$ cat config.mk
export PLATFORM = sky130hd
export DESIGN_NAME = window_mean_and_deviation
export DESIGN_NICKNAME = d
export VERILOG_FILES = /design/src/hw/rtl/wmd_pkg.sv /design/src/hw/rtl/wmd_mul.sv /design/src/hw/rtl/wmd_div.sv /design/src/hw/rtl/window_mean_and_deviation.sv
export SDC_FILE = /design/constraint.sdc
export NUM_CORES = 2
export LEC_CHECK = 0
export ABC_AREA = 1
export ABC_CLOCK_PERIOD_IN_PS = 30500
export BUFFER_PORTS_ARGS = -buffer_cell sky130_fd_sc_hd__buf_2
export CAP_MARGIN = 20
export CORE_AREA = 4 4 268 270
export DETAILED_ROUTE_END_ITERATION = 10
export DIE_AREA = 0 0 272 274
export PLACE_DENSITY = 0.81
export SYNTH_ARGS = -nofsm -noshare
export SYNTH_HDL_FRONTEND = slang
export SYNTH_SLANG_ARGS = --single-unit
$ cat constraint.sdc
create_clock -name clk -period 30.5 [get_ports clk]
set_input_delay 6.1 -clock clk [delete_from_list [all_inputs] [get_ports clk]]
set_output_delay 6.1 -clock clk [all_outputs]
set_load 0.03 [all_outputs]
$ cat src/hw/rtl/wmd_pkg.sv
// ----------------------------------------------------------------------------
// wmd_pkg: shared definitions for the window mean and deviation block
// Field widths, parameter defaults, register reset values, register indexes
// and the status record that the serial arithmetic units report.
// ----------------------------------------------------------------------------
`default_nettype none

package wmd_pkg;

  // Fixed port widths
  localparam int IN_W      = 16;  // sample field
  localparam int OUT_W     = 16;  // hour_average, day_mean, day_sd
  localparam int IDX_W     = 5;   // day_index, hour_index
  localparam int CFG_W     = 5;   // configuration data
  localparam int CFG_IDX_W = 2;   // configuration register index

  // Parameter defaults
  localparam int DEF_MAX_SAMPLES_PER_HOUR = 16;
  localparam int DEF_MAX_HOURS_PER_DAY    = 24;
  localparam int DEF_SAMPLE_BITS          = 16;

  // Register reset values
  localparam int RST_SAMPLES_PER_HOUR = 4;
  localparam int RST_HOURS_PER_DAY    = 14;
  localparam int RST_DAYS_PER_PERIOD  = 30;

  // Highest value a day counter compare may see
  localparam int DAY_CAP = 31;

  // Configuration register indexes
  typedef enum logic [CFG_IDX_W-1:0] {
    REG_SAMPLES_PER_HOUR = 2'd0,
    REG_HOURS_PER_DAY    = 2'd1,
    REG_DAYS_PER_PERIOD  = 2'd2
  } cfg_reg_t;

  // Status of a serial arithmetic unit
  typedef struct packed {
    logic busy;  // operation in progress
    logic done;  // one-cycle strobe, result valid
  } unit_stat_t;

endpackage : wmd_pkg

`default_nettype wire

$ cat src/hw/rtl/wmd_mul.sv
// ----------------------------------------------------------------------------
// wmd_mul: serial shift-add multiplier
// Unsigned product, one multiplier bit per cycle. The multiplier operand
// shifts right and the run ends as soon as its remaining bits are zero.
// ----------------------------------------------------------------------------
`default_nettype none

module wmd_mul #(
  parameter int A_W = 40,
  parameter int B_W = 26,
  parameter int P_W = 52
) (
  input  wire logic               clk,
  input  wire logic               rst_n,
  input  wire logic               start,
  input  wire logic [A_W-1:0]     a,
  input  wire logic [B_W-1:0]     b,
  output wmd_pkg::unit_stat_t     stat,
  output logic      [P_W-1:0]     prod
);

  logic             busy_r;
  logic             done_r;
  logic [P_W-1:0]   acc_r;
  logic [P_W-1:0]   mcand_r;
  logic [B_W-1:0]   mplier_r;

  // Control: run until the multiplier is exhausted
  always_ff @(posedge clk) begin
    if (!rst_n) begin
      busy_r <= 1'b0;
      done_r <= 1'b0;
    end else begin
      done_r <= 1'b0;
      if (start) begin
        busy_r <= 1'b1;
      end else if (busy_r && (mplier_r == '0)) begin
        busy_r <= 1'b0;
        done_r <= 1'b1;
      end
    end
  end

  // Datapath: add the shifted multiplicand where the low multiplier bit is set
  always_ff @(posedge clk) begin
    if (start) begin
      acc_r    <= '0;
      mcand_r  <= P_W'(a);
      mplier_r <= b;
    end else if (busy_r && (mplier_r != '0)) begin
      if (mplier_r[0]) begin
        acc_r <= acc_r + mcand_r;
      end
      mcand_r  <= mcand_r << 1;
      mplier_r <= mplier_r >> 1;
    end
  end

  assign stat.busy = busy_r;
  assign stat.done = done_r;
  assign prod      = acc_r;

endmodule : wmd_mul

`default_nettype wire

$ cat src/hw/rtl/wmd_div.sv
// ----------------------------------------------------------------------------
// wmd_div: serial restoring divider
// Unsigned quotient, one bit per cycle over the full dividend width.
// The divisor must be nonzero.
// ----------------------------------------------------------------------------
`default_nettype none

module wmd_div #(
  parameter int DV_W = 26,
  parameter int DS_W = 9
) (
  input  wire logic               clk,
  input  wire logic               rst_n,
  input  wire logic               start,
  input  wire logic [DV_W-1:0]    dividend,
  input  wire logic [DS_W-1:0]    divisor,
  output wmd_pkg::unit_stat_t     stat,
  output logic      [DV_W-1:0]    quotient
);

  localparam int CW = (DV_W > 1) ? $clog2(DV_W) : 1;
  localparam logic [CW-1:0] LAST = CW'(DV_W - 1);

  logic              busy_r;
  logic              done_r;
  logic [CW-1:0]     cnt_r;
  logic [DV_W-1:0]   quo_r;
  logic [DS_W-1:0]   rem_r;
  logic [DS_W-1:0]   den_r;

  logic [DS_W:0]     shifted;
  logic              ge;
  logic [DS_W:0]     diff;

  // One restoring step: bring down the next dividend bit, try a subtract
  always_comb begin
    shifted = {rem_r, quo_r[DV_W-1]};
    ge      = shifted >= {1'b0, den_r};
    diff    = shifted - {1'b0, den_r};
  end

  // Control: fixed number of steps
  always_ff @(posedge clk) begin
    if (!rst_n) begin
      busy_r <= 1'b0;
      done_r <= 1'b0;
    end else begin
      done_r <= 1'b0;
      if (start) begin
        busy_r <= 1'b1;
      end else if (busy_r && (cnt_r == LAST)) begin
        busy_r <= 1'b0;
        done_r <= 1'b1;
      end
    end
  end

  // Datapath: dividend shifts out as quotient bits shift in
  always_ff @(posedge clk) begin
    if (start) begin
      quo_r <= dividend;
      rem_r <= '0;
      den_r <= divisor;
      cnt_r <= '0;
    end else if (busy_r) begin
      quo_r <= {quo_r[DV_W-2:0], ge};
      rem_r <= ge ? diff[DS_W-1:0] : shifted[DS_W-1:0];
      cnt_r <= cnt_r + 1'b1;
    end
  end

  assign stat.busy = busy_r;
  assign stat.done = done_r;
  assign quotient  = quo_r;

endmodule : wmd_div

`default_nettype wire

$ cat src/hw/rtl/window_mean_and_deviation.sv
// Sequence: a sample that closes no hour is squared by the serial multiplier
//   one bit per cycle; an hour end adds a pass through the restoring divider.
// A day end then adds two long multiplies, a 2-bits-per-cycle square root and
//   two more divides before the result is handed to the output register.
// Throughput: one request at a time; the next is taken once the FSM is back in idle.
// Reset: synchronous active-low; registers return to 4/14/30, all sums and counters clear.
// ----------------------------------------------------------------------------
// window_mean_and_deviation: hour averages and day mean / standard deviation
// Accumulates samples into hour and day sums, then derives the hour average,
// the day mean and the population deviation with shared serial units.
// ----------------------------------------------------------------------------
`default_nettype none

module window_mean_and_deviation #(
  parameter int MAX_SAMPLES_PER_HOUR = wmd_pkg::DEF_MAX_SAMPLES_PER_HOUR,
  parameter int MAX_HOURS_PER_DAY    = wmd_pkg::DEF_MAX_HOURS_PER_DAY,
  parameter int SAMPLE_BITS          = wmd_pkg::DEF_SAMPLE_BITS
) (
  input  wire logic                              clk,
  input  wire logic                              rst_n,
  // sample channel
  input  wire logic                              in_valid,
  output logic                                   in_stall,
  input  wire logic signed [wmd_pkg::IN_W-1:0]   in_sample,
  // result channel
  output logic                                   out_valid,
  input  wire logic                              out_stall,
  output logic        [wmd_pkg::IDX_W-1:0]       out_day_index,
  output logic        [wmd_pkg::IDX_W-1:0]       out_hour_index,
  output logic signed [wmd_pkg::OUT_W-1:0]       out_hour_average,
  output logic                                   out_day_end,
  output logic signed [wmd_pkg::OUT_W-1:0]       out_day_mean,
  output logic        [wmd_pkg::OUT_W-1:0]       out_day_sd,
  // configuration write channel
  input  wire logic                              cfg_valid,
  output logic                                   cfg_ready,
  input  wire logic   [wmd_pkg::CFG_IDX_W-1:0]   cfg_index,
  input  wire logic   [wmd_pkg::CFG_W-1:0]       cfg_data
);

  localparam int IN_W  = wmd_pkg::IN_W;
  localparam int OUT_W = wmd_pkg::OUT_W;
  localparam int IDX_W = wmd_pkg::IDX_W;
  localparam int CFG_W = wmd_pkg::CFG_W;
  localparam int SB    = SAMPLE_BITS;

  // Effective register ranges (a 5-bit register never exceeds 31)
  localparam int SPH_CAP = (MAX_SAMPLES_PER_HOUR < 31) ? MAX_SAMPLES_PER_HOUR : 31;
  localparam int HPD_CAP = (MAX_HOURS_PER_DAY < 31) ? MAX_HOURS_PER_DAY : 31;
  localparam int N_MAX   = SPH_CAP * HPD_CAP;

  localparam int CNT_W  = $clog2(SPH_CAP + 1);
  localparam int HC_W   = $clog2(HPD_CAP + 1);
  localparam int NW     = $clog2(N_MAX + 1);
  localparam int HACC_W = SB + $clog2(SPH_CAP) + 1;
  localparam int DACC_W = SB + $clog2(N_MAX) + 1;
  localparam int SQ_W   = 2 * SB - 1 + $clog2(N_MAX);

  // Serial unit sizes
  localparam int P_W   = (SQ_W + NW > 2 * DACC_W) ? SQ_W + NW : 2 * DACC_W;
  localparam int A_W   = (SQ_W > DACC_W) ? SQ_W : DACC_W;
  localparam int B_W   = (DACC_W > NW) ? DACC_W : NW;
  localparam int ISQ_W = (P_W + 1) / 2;
  localparam int D_W   = 2 * ISQ_W;
  localparam int SC_W  = $clog2(ISQ_W);
  localparam int DV_W  = (DACC_W > ISQ_W) ? DACC_W : ISQ_W;
  localparam int DS_W  = NW;
  localparam int QX_W  = (DV_W > OUT_W + 1) ? DV_W : OUT_W + 1;

  // Saturation limits
  localparam logic [QX_W-1:0] POS_LIM = QX_W'(2 ** (OUT_W - 1) - 1);
  localparam logic [QX_W-1:0] NEG_LIM = QX_W'(2 ** (OUT_W - 1));
  localparam logic [QX_W-1:0] UNS_LIM = QX_W'(2 ** OUT_W - 1);

  typedef enum logic [3:0] {
    ST_IDLE,
    ST_SQ,
    ST_HDIV,
    ST_NSQ,
    ST_SMSQ,
    ST_SQRT,
    ST_SDDIV,
    ST_MDIV,
    ST_OUT
  } state_t;

  state_t                     state_r;

  // configuration
  logic [CFG_W-1:0]           reg_sph_r;
  logic [CFG_W-1:0]           reg_hpd_r;
  logic [CFG_W-1:0]           reg_dpp_r;
  logic [CNT_W-1:0]           sph_eff;
  logic [HC_W-1:0]            hpd_eff;
  logic [CFG_W-1:0]           dpp_eff;
  logic [NW-1:0]              n_eff;

  // running state
  logic signed [HACC_W-1:0]   hacc_r;
  logic signed [DACC_W-1:0]   dacc_r;
  logic [SQ_W-1:0]            sqacc_r;
  logic [CNT_W-1:0]           samp_cnt_r;
  logic [HC_W-1:0]            hour_cnt_r;
  logic [CFG_W-1:0]           day_cnt_r;
  logic                       hour_end_r;

  // sample decode
  logic signed [SB-1:0]       samp_v;
  logic [SB-1:0]              mag;
  logic [CNT_W-1:0]           cnt_nxt;
  logic [HACC_W-1:0]          habs;
  logic [DACC_W-1:0]          dabs;
  logic [HC_W:0]              hour_inc;
  logic                       day_end_w;
  logic [CFG_W:0]             day_inc;
  logic                       day_wrap;

  // serial units
  logic                       mul_start_r;
  logic [A_W-1:0]             mul_a_r;
  logic [B_W-1:0]             mul_b_r;
  logic [P_W-1:0]             mul_prod;
  wmd_pkg::unit_stat_t        mul_stat;
  logic                       div_start_r;
  logic [DV_W-1:0]            div_dvd_r;
  logic [DS_W-1:0]            div_dvs_r;
  logic                       div_neg_r;
  logic [DV_W-1:0]            div_quo;
  wmd_pkg::unit_stat_t        div_stat;
  logic [P_W-1:0]             nsq_r;

  // square root
  logic [D_W-1:0]             sq_d_r;
  logic [ISQ_W+1:0]           sq_rem_r;
  logic [ISQ_W-1:0]           sq_root_r;
  logic [SC_W-1:0]            sq_cnt_r;
  logic [ISQ_W+1:0]           rem_sh;
  logic [ISQ_W+1:0]           trial;
  logic                       sq_ge;
  logic [ISQ_W+1:0]           sq_rem_nxt;
  logic [ISQ_W-1:0]           sq_root_nxt;

  // staged result and output register
  logic [IDX_W-1:0]           res_day_r;
  logic [IDX_W-1:0]           res_hour_r;
  logic [OUT_W-1:0]           res_havg_r;
  logic                       res_dend_r;
  logic [OUT_W-1:0]           res_dmean_r;
  logic [OUT_W-1:0]           res_dsd_r;
  logic                       out_valid_r;
  logic [IDX_W-1:0]           out_day_r;
  logic [IDX_W-1:0]           out_hour_r;
  logic [OUT_W-1:0]           out_havg_r;
  logic                       out_dend_r;
  logic [OUT_W-1:0]           out_dmean_r;
  logic [OUT_W-1:0]           out_dsd_r;

  // Clamp a signed quotient given as magnitude and sign
  function automatic logic [OUT_W-1:0] sat_s(input logic [QX_W-1:0] m, input logic neg);
    logic [QX_W-1:0] nm;
    nm = -m;
    if (neg) begin
      return (m > NEG_LIM) ? OUT_W'(NEG_LIM) : OUT_W'(nm);
    end
    return (m > POS_LIM) ? OUT_W'(POS_LIM) : OUT_W'(m);
  endfunction

  // Clamp an unsigned quotient
  function automatic logic [OUT_W-1:0] sat_u(input logic [QX_W-1:0] m);
    return (m > UNS_LIM) ? OUT_W'(UNS_LIM) : OUT_W'(m);
  endfunction

  // Take the low SAMPLE_BITS of the sample, or zero-extend it when SAMPLE_BITS is wider
  if (SB <= IN_W) begin : g_narrow
    assign samp_v = in_sample[SB-1:0];
  end else begin : g_wide
    assign samp_v = {{(SB - IN_W){1'b0}}, in_sample};
  end

  // Effective settings: zero acts as one, large values clamp
  always_comb begin
    if (reg_sph_r == '0) begin
      sph_eff = CNT_W'(1);
    end else if (reg_sph_r > CFG_W'(SPH_CAP)) begin
      sph_eff = CNT_W'(SPH_CAP);
    end else begin
      sph_eff = CNT_W'(reg_sph_r);
    end
    if (reg_hpd_r == '0) begin
      hpd_eff = HC_W'(1);
    end else if (reg_hpd_r > CFG_W'(HPD_CAP)) begin
      hpd_eff = HC_W'(HPD_CAP);
    end else begin
      hpd_eff = HC_W'(reg_hpd_r);
    end
    dpp_eff = (reg_dpp_r == '0) ? CFG_W'(1) : reg_dpp_r;
    n_eff   = NW'(sph_eff) * NW'(hpd_eff);
  end

  // Magnitudes, counter increments and end-of-window tests
  always_comb begin
    mag       = samp_v[SB-1] ? SB'(-samp_v) : SB'(samp_v);
    cnt_nxt   = samp_cnt_r + CNT_W'(1);
    habs      = hacc_r[HACC_W-1] ? HACC_W'(-hacc_r) : HACC_W'(hacc_r);
    dabs      = dacc_r[DACC_W-1] ? DACC_W'(-dacc_r) : DACC_W'(dacc_r);
    hour_inc  = {1'b0, hour_cnt_r} + (HC_W + 1)'(1);
    day_end_w = hour_inc >= {1'b0, hpd_eff};
    day_inc   = {1'b0, day_cnt_r} + (CFG_W + 1)'(1);
    day_wrap  = day_inc >= {1'b0, dpp_eff};
  end

  // Square root step: two radicand bits in, one root bit out
  always_comb begin
    rem_sh      = {sq_rem_r[ISQ_W-1:0], sq_d_r[D_W-1 -: 2]};
    trial       = {sq_root_r, 2'b01};
    sq_ge       = rem_sh >= trial;
    sq_rem_nxt  = sq_ge ? rem_sh - trial : rem_sh;
    sq_root_nxt = {sq_root_r[ISQ_W-2:0], sq_ge};
  end

  wmd_mul #(
    .A_W (A_W),
    .B_W (B_W),
    .P_W (P_W)
  ) u_mul (
    .clk   (clk),
    .rst_n (rst_n),
    .start (mul_start_r),
    .a     (mul_a_r),
    .b     (mul_b_r),
    .stat  (mul_stat),
    .prod  (mul_prod)
  );

  wmd_div #(
    .DV_W (DV_W),
    .DS_W (DS_W)
  ) u_div (
    .clk      (clk),
    .rst_n    (rst_n),
    .start    (div_start_r),
    .dividend (div_dvd_r),
    .divisor  (div_dvs_r),
    .stat     (div_stat),
    .quotient (div_quo)
  );

  // Sequencer, sums, counters and registered outputs
  always_ff @(posedge clk) begin
    if (!rst_n) begin
      state_r     <= ST_IDLE;
      mul_start_r <= 1'b0;
      div_start_r <= 1'b0;
      out_valid_r <= 1'b0;
      reg_sph_r   <= CFG_W'(wmd_pkg::RST_SAMPLES_PER_HOUR);
      reg_hpd_r   <= CFG_W'(wmd_pkg::RST_HOURS_PER_DAY);
      reg_dpp_r   <= CFG_W'(wmd_pkg::RST_DAYS_PER_PERIOD);
      hacc_r      <= '0;
      dacc_r      <= '0;
      sqacc_r     <= '0;
      samp_cnt_r  <= '0;
      hour_cnt_r  <= '0;
      day_cnt_r   <= '0;
      hour_end_r  <= 1'b0;
    end else begin
      mul_start_r <= 1'b0;
      div_start_r <= 1'b0;

      // drop the result once it is taken
      if (out_valid_r && !out_stall) begin
        out_valid_r <= 1'b0;
      end

      // register writes; unknown indexes are ignored
      if (cfg_valid) begin
        unique case (cfg_index)
          wmd_pkg::REG_SAMPLES_PER_HOUR: reg_sph_r <= cfg_data;
          wmd_pkg::REG_HOURS_PER_DAY:    reg_hpd_r <= cfg_data;
          wmd_pkg::REG_DAYS_PER_PERIOD:  reg_dpp_r <= cfg_data;
          default: ;
        endcase
      end

      unique case (state_r)
        // take a sample, update the sums, start squaring it
        ST_IDLE: begin
          if (in_valid) begin
            hacc_r      <= hacc_r + HACC_W'(samp_v);
            dacc_r      <= dacc_r + DACC_W'(samp_v);
            samp_cnt_r  <= cnt_nxt;
            hour_end_r  <= cnt_nxt >= sph_eff;
            mul_a_r     <= A_W'(mag);
            mul_b_r     <= B_W'(mag);
            mul_start_r <= 1'b1;
            state_r     <= ST_SQ;
          end
        end

        // add the square, divide the hour sum if the hour is complete
        ST_SQ: begin
          if (mul_stat.done) begin
            sqacc_r <= sqacc_r + SQ_W'(mul_prod);
            if (hour_end_r) begin
              div_dvd_r   <= DV_W'(habs);
              div_dvs_r   <= DS_W'(sph_eff);
              div_neg_r   <= hacc_r[HACC_W-1];
              div_start_r <= 1'b1;
              state_r     <= ST_HDIV;
            end else begin
              state_r <= ST_IDLE;
            end
          end
        end

        // hour average ready; advance the hour, start day work at day end
        ST_HDIV: begin
          if (div_stat.done) begin
            res_day_r  <= day_cnt_r;
            res_hour_r <= IDX_W'(hour_cnt_r);
            res_havg_r <= sat_s(QX_W'(div_quo), div_neg_r);
            hacc_r     <= '0;
            samp_cnt_r <= '0;
            if (day_end_w) begin
              hour_cnt_r  <= '0;
              mul_a_r     <= A_W'(sqacc_r);
              mul_b_r     <= B_W'(n_eff);
              mul_start_r <= 1'b1;
              state_r     <= ST_NSQ;
            end else begin
              hour_cnt_r  <= hour_inc[HC_W-1:0];
              res_dend_r  <= 1'b0;
              res_dmean_r <= '0;
              res_dsd_r   <= '0;
              state_r     <= ST_OUT;
            end
          end
        end

        // N * sum of squares held; square the day sum next
        ST_NSQ: begin
          if (mul_stat.done) begin
            nsq_r       <= mul_prod;
            mul_a_r     <= A_W'(dabs);
            mul_b_r     <= B_W'(dabs);
            mul_start_r <= 1'b1;
            state_r     <= ST_SMSQ;
          end
        end

        // radicand, negative taken as zero
        ST_SMSQ: begin
          if (mul_stat.done) begin
            sq_d_r    <= (mul_prod <= nsq_r) ? D_W'(nsq_r - mul_prod) : '0;
            sq_rem_r  <= '0;
            sq_root_r <= '0;
            sq_cnt_r  <= '0;
            state_r   <= ST_SQRT;
          end
        end

        // square root, then divide it by N
        ST_SQRT: begin
          sq_d_r    <= sq_d_r << 2;
          sq_rem_r  <= sq_rem_nxt;
          sq_root_r <= sq_root_nxt;
          sq_cnt_r  <= sq_cnt_r + 1'b1;
          if (sq_cnt_r == SC_W'(ISQ_W - 1)) begin
            div_dvd_r   <= DV_W'(sq_root_nxt);
            div_dvs_r   <= n_eff;
            div_neg_r   <= 1'b0;
            div_start_r <= 1'b1;
            state_r     <= ST_SDDIV;
          end
        end

        // deviation ready; divide the day sum by N
        ST_SDDIV: begin
          if (div_stat.done) begin
            res_dsd_r   <= sat_u(QX_W'(div_quo));
            div_dvd_r   <= DV_W'(dabs);
            div_dvs_r   <= n_eff;
            div_neg_r   <= dacc_r[DACC_W-1];
            div_start_r <= 1'b1;
            state_r     <= ST_MDIV;
          end
        end

        // day mean ready; clear day sums and advance the day
        ST_MDIV: begin
          if (div_stat.done) begin
            res_dmean_r <= sat_s(QX_W'(div_quo), div_neg_r);
            res_dend_r  <= 1'b1;
            dacc_r      <= '0;
            sqacc_r     <= '0;
            day_cnt_r   <= day_wrap ? '0 : day_inc[CFG_W-1:0];
            state_r     <= ST_OUT;
          end
        end

        // hand the result to the output register once it is free
        ST_OUT: begin
          if (!out_valid_r || !out_stall) begin
            out_day_r   <= res_day_r;
            out_hour_r  <= res_hour_r;
            out_havg_r  <= res_havg_r;
            out_dend_r  <= res_dend_r;
            out_dmean_r <= res_dmean_r;
            out_dsd_r   <= res_dsd_r;
            out_valid_r <= 1'b1;
            state_r     <= ST_IDLE;
          end
        end

        default: state_r <= ST_IDLE;
      endcase
    end
  end

  assign in_stall         = (state_r != ST_IDLE);
  assign cfg_ready        = 1'b1;
  assign out_valid        = out_valid_r;
  assign out_day_index    = out_day_r;
  assign out_hour_index   = out_hour_r;
  assign out_hour_average = out_havg_r;
  assign out_day_end      = out_dend_r;
  assign out_day_mean     = out_dmean_r;
  assign out_day_sd       = out_dsd_r;

  // The shared units never overlap
  a_units_exclusive: assert property (@(posedge clk) disable iff (!rst_n)
    !(mul_stat.busy && div_stat.busy))
    else $error("multiplier and divider busy together");

  // No sample is taken while arithmetic is in flight
  a_busy_stalls: assert property (@(posedge clk) disable iff (!rst_n)
    (mul_stat.busy || div_stat.busy) |-> in_stall)
    else $error("input open while a unit is busy");

  // A multiplier result only lands in a state waiting for it
  a_mul_done_state: assert property (@(posedge clk) disable iff (!rst_n)
    mul_stat.done |-> (state_r == ST_SQ || state_r == ST_NSQ || state_r == ST_SMSQ))
    else $error("multiplier done outside a multiply state");

  // Day fields stay zero on an ordinary hour
  a_day_fields_zero: assert property (@(posedge clk) disable iff (!rst_n)
    (out_valid && !out_day_end) |-> (out_day_mean == '0 && out_day_sd == '0))
    else $error("day fields set without day end");

  // Hour sample count is cleared when the sequencer returns to idle after an hour end
  a_count_cleared: assert property (@(posedge clk) disable iff (!rst_n)
    ($rose(state_r == ST_IDLE) && $past(hour_end_r)) |-> (samp_cnt_r == '0))
    else $error("hour sample count not cleared after hour end");

endmodule : window_mean_and_deviation

`default_nettype wire
==> summary.md <==
| Metric | Value |
|---|---|
| CP Capture Type | register |
| Commonest non-fill, non-tap cell in the layout | nand2_1 |
| Clk sinks | 689 |
| Resized cells post-CTS | 0 |
| CP Depth | 5 |
| Largest delay share family, worst path | buffers and inverters |
| Avg WL per Cell | 18.8 um |
| Unrepaired setup endpoints after global routing | false |
| Worst slew pin tran | 1160 ps |
| Seq cells post-synth | 689 |
| EDFF count, synth | 482 |
| Post-Synthesis Cells | 5857 |
| Drt pass-1 iters | 6 |
| Area growth, synth to finish | 9.12% |
| Type of origin of the critical path | input port |
| Post-DRT Antenna Nets | 0 |
| Post-route cell area | 0.0481 mm2 |
| Outcome | complete, no violations |
| Routed WL | 130000 um |
| Placed Area | 0.0454 mm2 |
| Final Slew Violations | 0 |
| CTS tree | yes |
| # IOs | 90 |
| CTS clk-pin slew, worst paths | 60 ps |
| Clock skew | 35.4 ps |
| Syn Nets | 6166 |
| Number of CTS-inserted buffers | 76 |
| Std-Cell Rows | 97 |
| Setup_tns | 0 ps |
| Crit path kind | input port to register |
| Number of global-route vias before repair | 37100 |
| Number of distinct library cells after synthesis | 55 |
| Power, Total | 3350 uW |
| H-Tree Depth | 3 |
| Port-buffer cells | 88 |
| Die width | 272 um |
| CP Cell Sequence | buf_2, clkinv_2, a2111oi_2, buf_4, buf_4 |
| R2R setup slack | 26070 ps |
| Via density | 5.77 |
| Mean post-synth cell area | 7.52 um2 |
| Maxcap violations | 0 |
| HPWL after detailed placement | 101000 um |
| Syn. warnings | 0 |
| Max incr delay on CP | 780 ps |
| Via count | 40000 |
| Largest net degree at the start of global routing | 92 |
| Highest clock rate | 118 MHz |
| CP Data Arrival Time | 8750 ps |
| Final WS setup | 22000 ps |
| Post-CTS Repair Setup Buffers | 0 |
| CP most frequent cell | buf_4 |
| Peak supply drop | 50.5 uV |
| Slew HR | 0.227 |
| DRT iter0 DRCs | 4563 |
| FF-to-FF Start | reg_sph_r[2] |
| CTS hold repair buffers | 0 |
| DRC Markers | 0 |
| Synth Flop Type | edfxtp_1 |
| CP max FO | 77 |
| Pleak | 0.0217 uW |
| Initial antenna violation count | 2 |
| Worst endpoint required time | 30760 ps |
| Buf/Inv on CP | 4 |
| Die area | 0.0745 mm2 |
| PwrDens | 69.7 mW/mm2 |
| Fin. Hold Viols | 0 |
| Critical Path End | sq_d_r[49] |
| Die height | 274 um |
| Worst slack at placement | 21390 ps |
| Inserted Diodes | 0 |
| Reg2Reg Depth | 15 |
| Worst hold stages | 0 |
| Nets | 6241 |
| Bufs on Longest Clock Path | 3 |
| Worst reg2reg endpoint | mul_b_r[8] |
| Async SR Flop Fraction | 0 |
| Crit share post-route | 0.279 |
| Highest-count cells in the layout ignoring fill and taps | 1665 x nand2_1, 731 x inv_1, 599 x nor2_1, 512 x a21oi_1, 482 x edfxtp_1 |
| Starting Density | 0.634 |
| Worst skew pair latency | 650 ps |
| Ratio of cells with drive above 1 in the final layout | 0.0499 |
| CP max-delay cell | buf_4 |
| First-pass GRT wire length | 202000 um |
| Hold Crit Class | register to register |
| CP startpoint | rst_n |
| Root buf cell | clkbuf_16 |
| Placer congestion estimate | 0.978 |
| GRT Util Overall | 0.344 |
| Grt total ovfl | 0 |
| Core Area | 0.0695 mm2 |
| Crit path time final | 8500 ps |
| Endpoints failing setup | 0 |
| Sequential fraction of the synthesis area | 0.422 |
| Mapped Area | 0.0441 mm2 |
## registers in the layout (all words and copies together), names as in the netlist, 9 cells and up
name and flops:
res_dmean_r 16, u_div.quotient 26, u_mul.mplier_r 26, nsq_r 52
div_dvs_r 9, u_mul.mcand_r 52, sqacc_r 40, out_hour_average 16
u_div.den_r 9, mul_b_r 26, sq_rem_r 26, u_div.rem_r 9
sq_root_r 26, sq_d_r 52, out_day_mean 16, res_dsd_r 16
div_dvd_r 26, dacc_r 26, u_mul.prod 52, out_day_sd 16
res_havg_r 16, mul_a_r 40, hacc_r 21
## stage by stage
step                      instances  hold slack [ps]   util
after floorplan                5857              400      -
after global placement         6794              401  0.653
after detailed placement       6794              405  0.653
after CTS                      6935              408  0.692
after global routing           6935              417  0.692
final                          6935              417  0.692
## cell families after synthesis
logic type,count (synthesis),share of synthesized area
flip-flops,689,0.422
AO/OA/AOI/OAI,1082,0.133
other,1,0.0000851
AND/OR/NAND/NOR,2798,0.259
buffers and inverters,874,0.0766
XOR/XNOR,132,0.0262
adder cells (fa/ha/maj),281,0.0822
## power by group
| part | switching, uW | internal [uW] | leakage, uW |
|---|---|---|---|
| Clock | 412 | 558 | 0.00127 |
| Sequential | 121 | 1110 | 0.00626 |
| Combinational | 775 | 376 | 0.0141 |
| Total | 1310 | 2040 | 0.0217 |
## cells in the mapped netlist (10+ instances only)
master	instances	area, um2
clkbuf_1	76	285
nand3_1	294	1470
a21o_1	32	240
nand2_1	1666	6250
buf_1	15	56.3
o21bai_1	38	285
fa_1	14	280
xor2_1	71	622
nor4_1	24	150
o21a_1	19	143
edfxtp_1	482	14500
nand4_1	79	494
o21ai_2	10	87.6
dfxtp_1	207	4140
nand3b_1	31	233
inv_2	15	56.3
inv_1	732	2750
o211ai_1	26	195
buf_2	18	90.1
a21oi_1	512	2560
xnor2_1	61	534
nor2_1	603	2260
o21ai_1	26	130
o21ai_0	372	1860
nor3_1	74	370
ha_1	267	3340
## worst min-delay path by stage
stage | from | end | slack (ps)
5_1_grt | res_dsd_r[7] | out_day_sd[7] | 420
4_1_cts | res_havg_r[13] | out_hour_average[13] | 410
3_3_place_gp | res_day_r[4] | out_day_index[4] | 400
2_1_floorplan | res_dend_r | out_day_end | 400
3_5_place_dp | res_dmean_r[10] | out_day_mean[10] | 400
6_report | res_havg_r[13] | out_hour_average[13] | 420
## layer usage
metal  share of wire  track usage
met1            0.44        0.498
met2            0.43        0.531
met3           0.093       0.0521
met4           0.035        0.117
met5         0.00021            0
## layout make-up
type | instances | area, um2
timing repair buffer | 117 | 658
clock inverter | 50 | 672
sequential | 689 | 18600
inverter | 754 | 2830
tap | 940 | 1180
clock buffer | 91 | 2000
multi-input combinational | 4294 | 22100
fill | 5922 | 21400
Power figures use the tool's default switching activity.
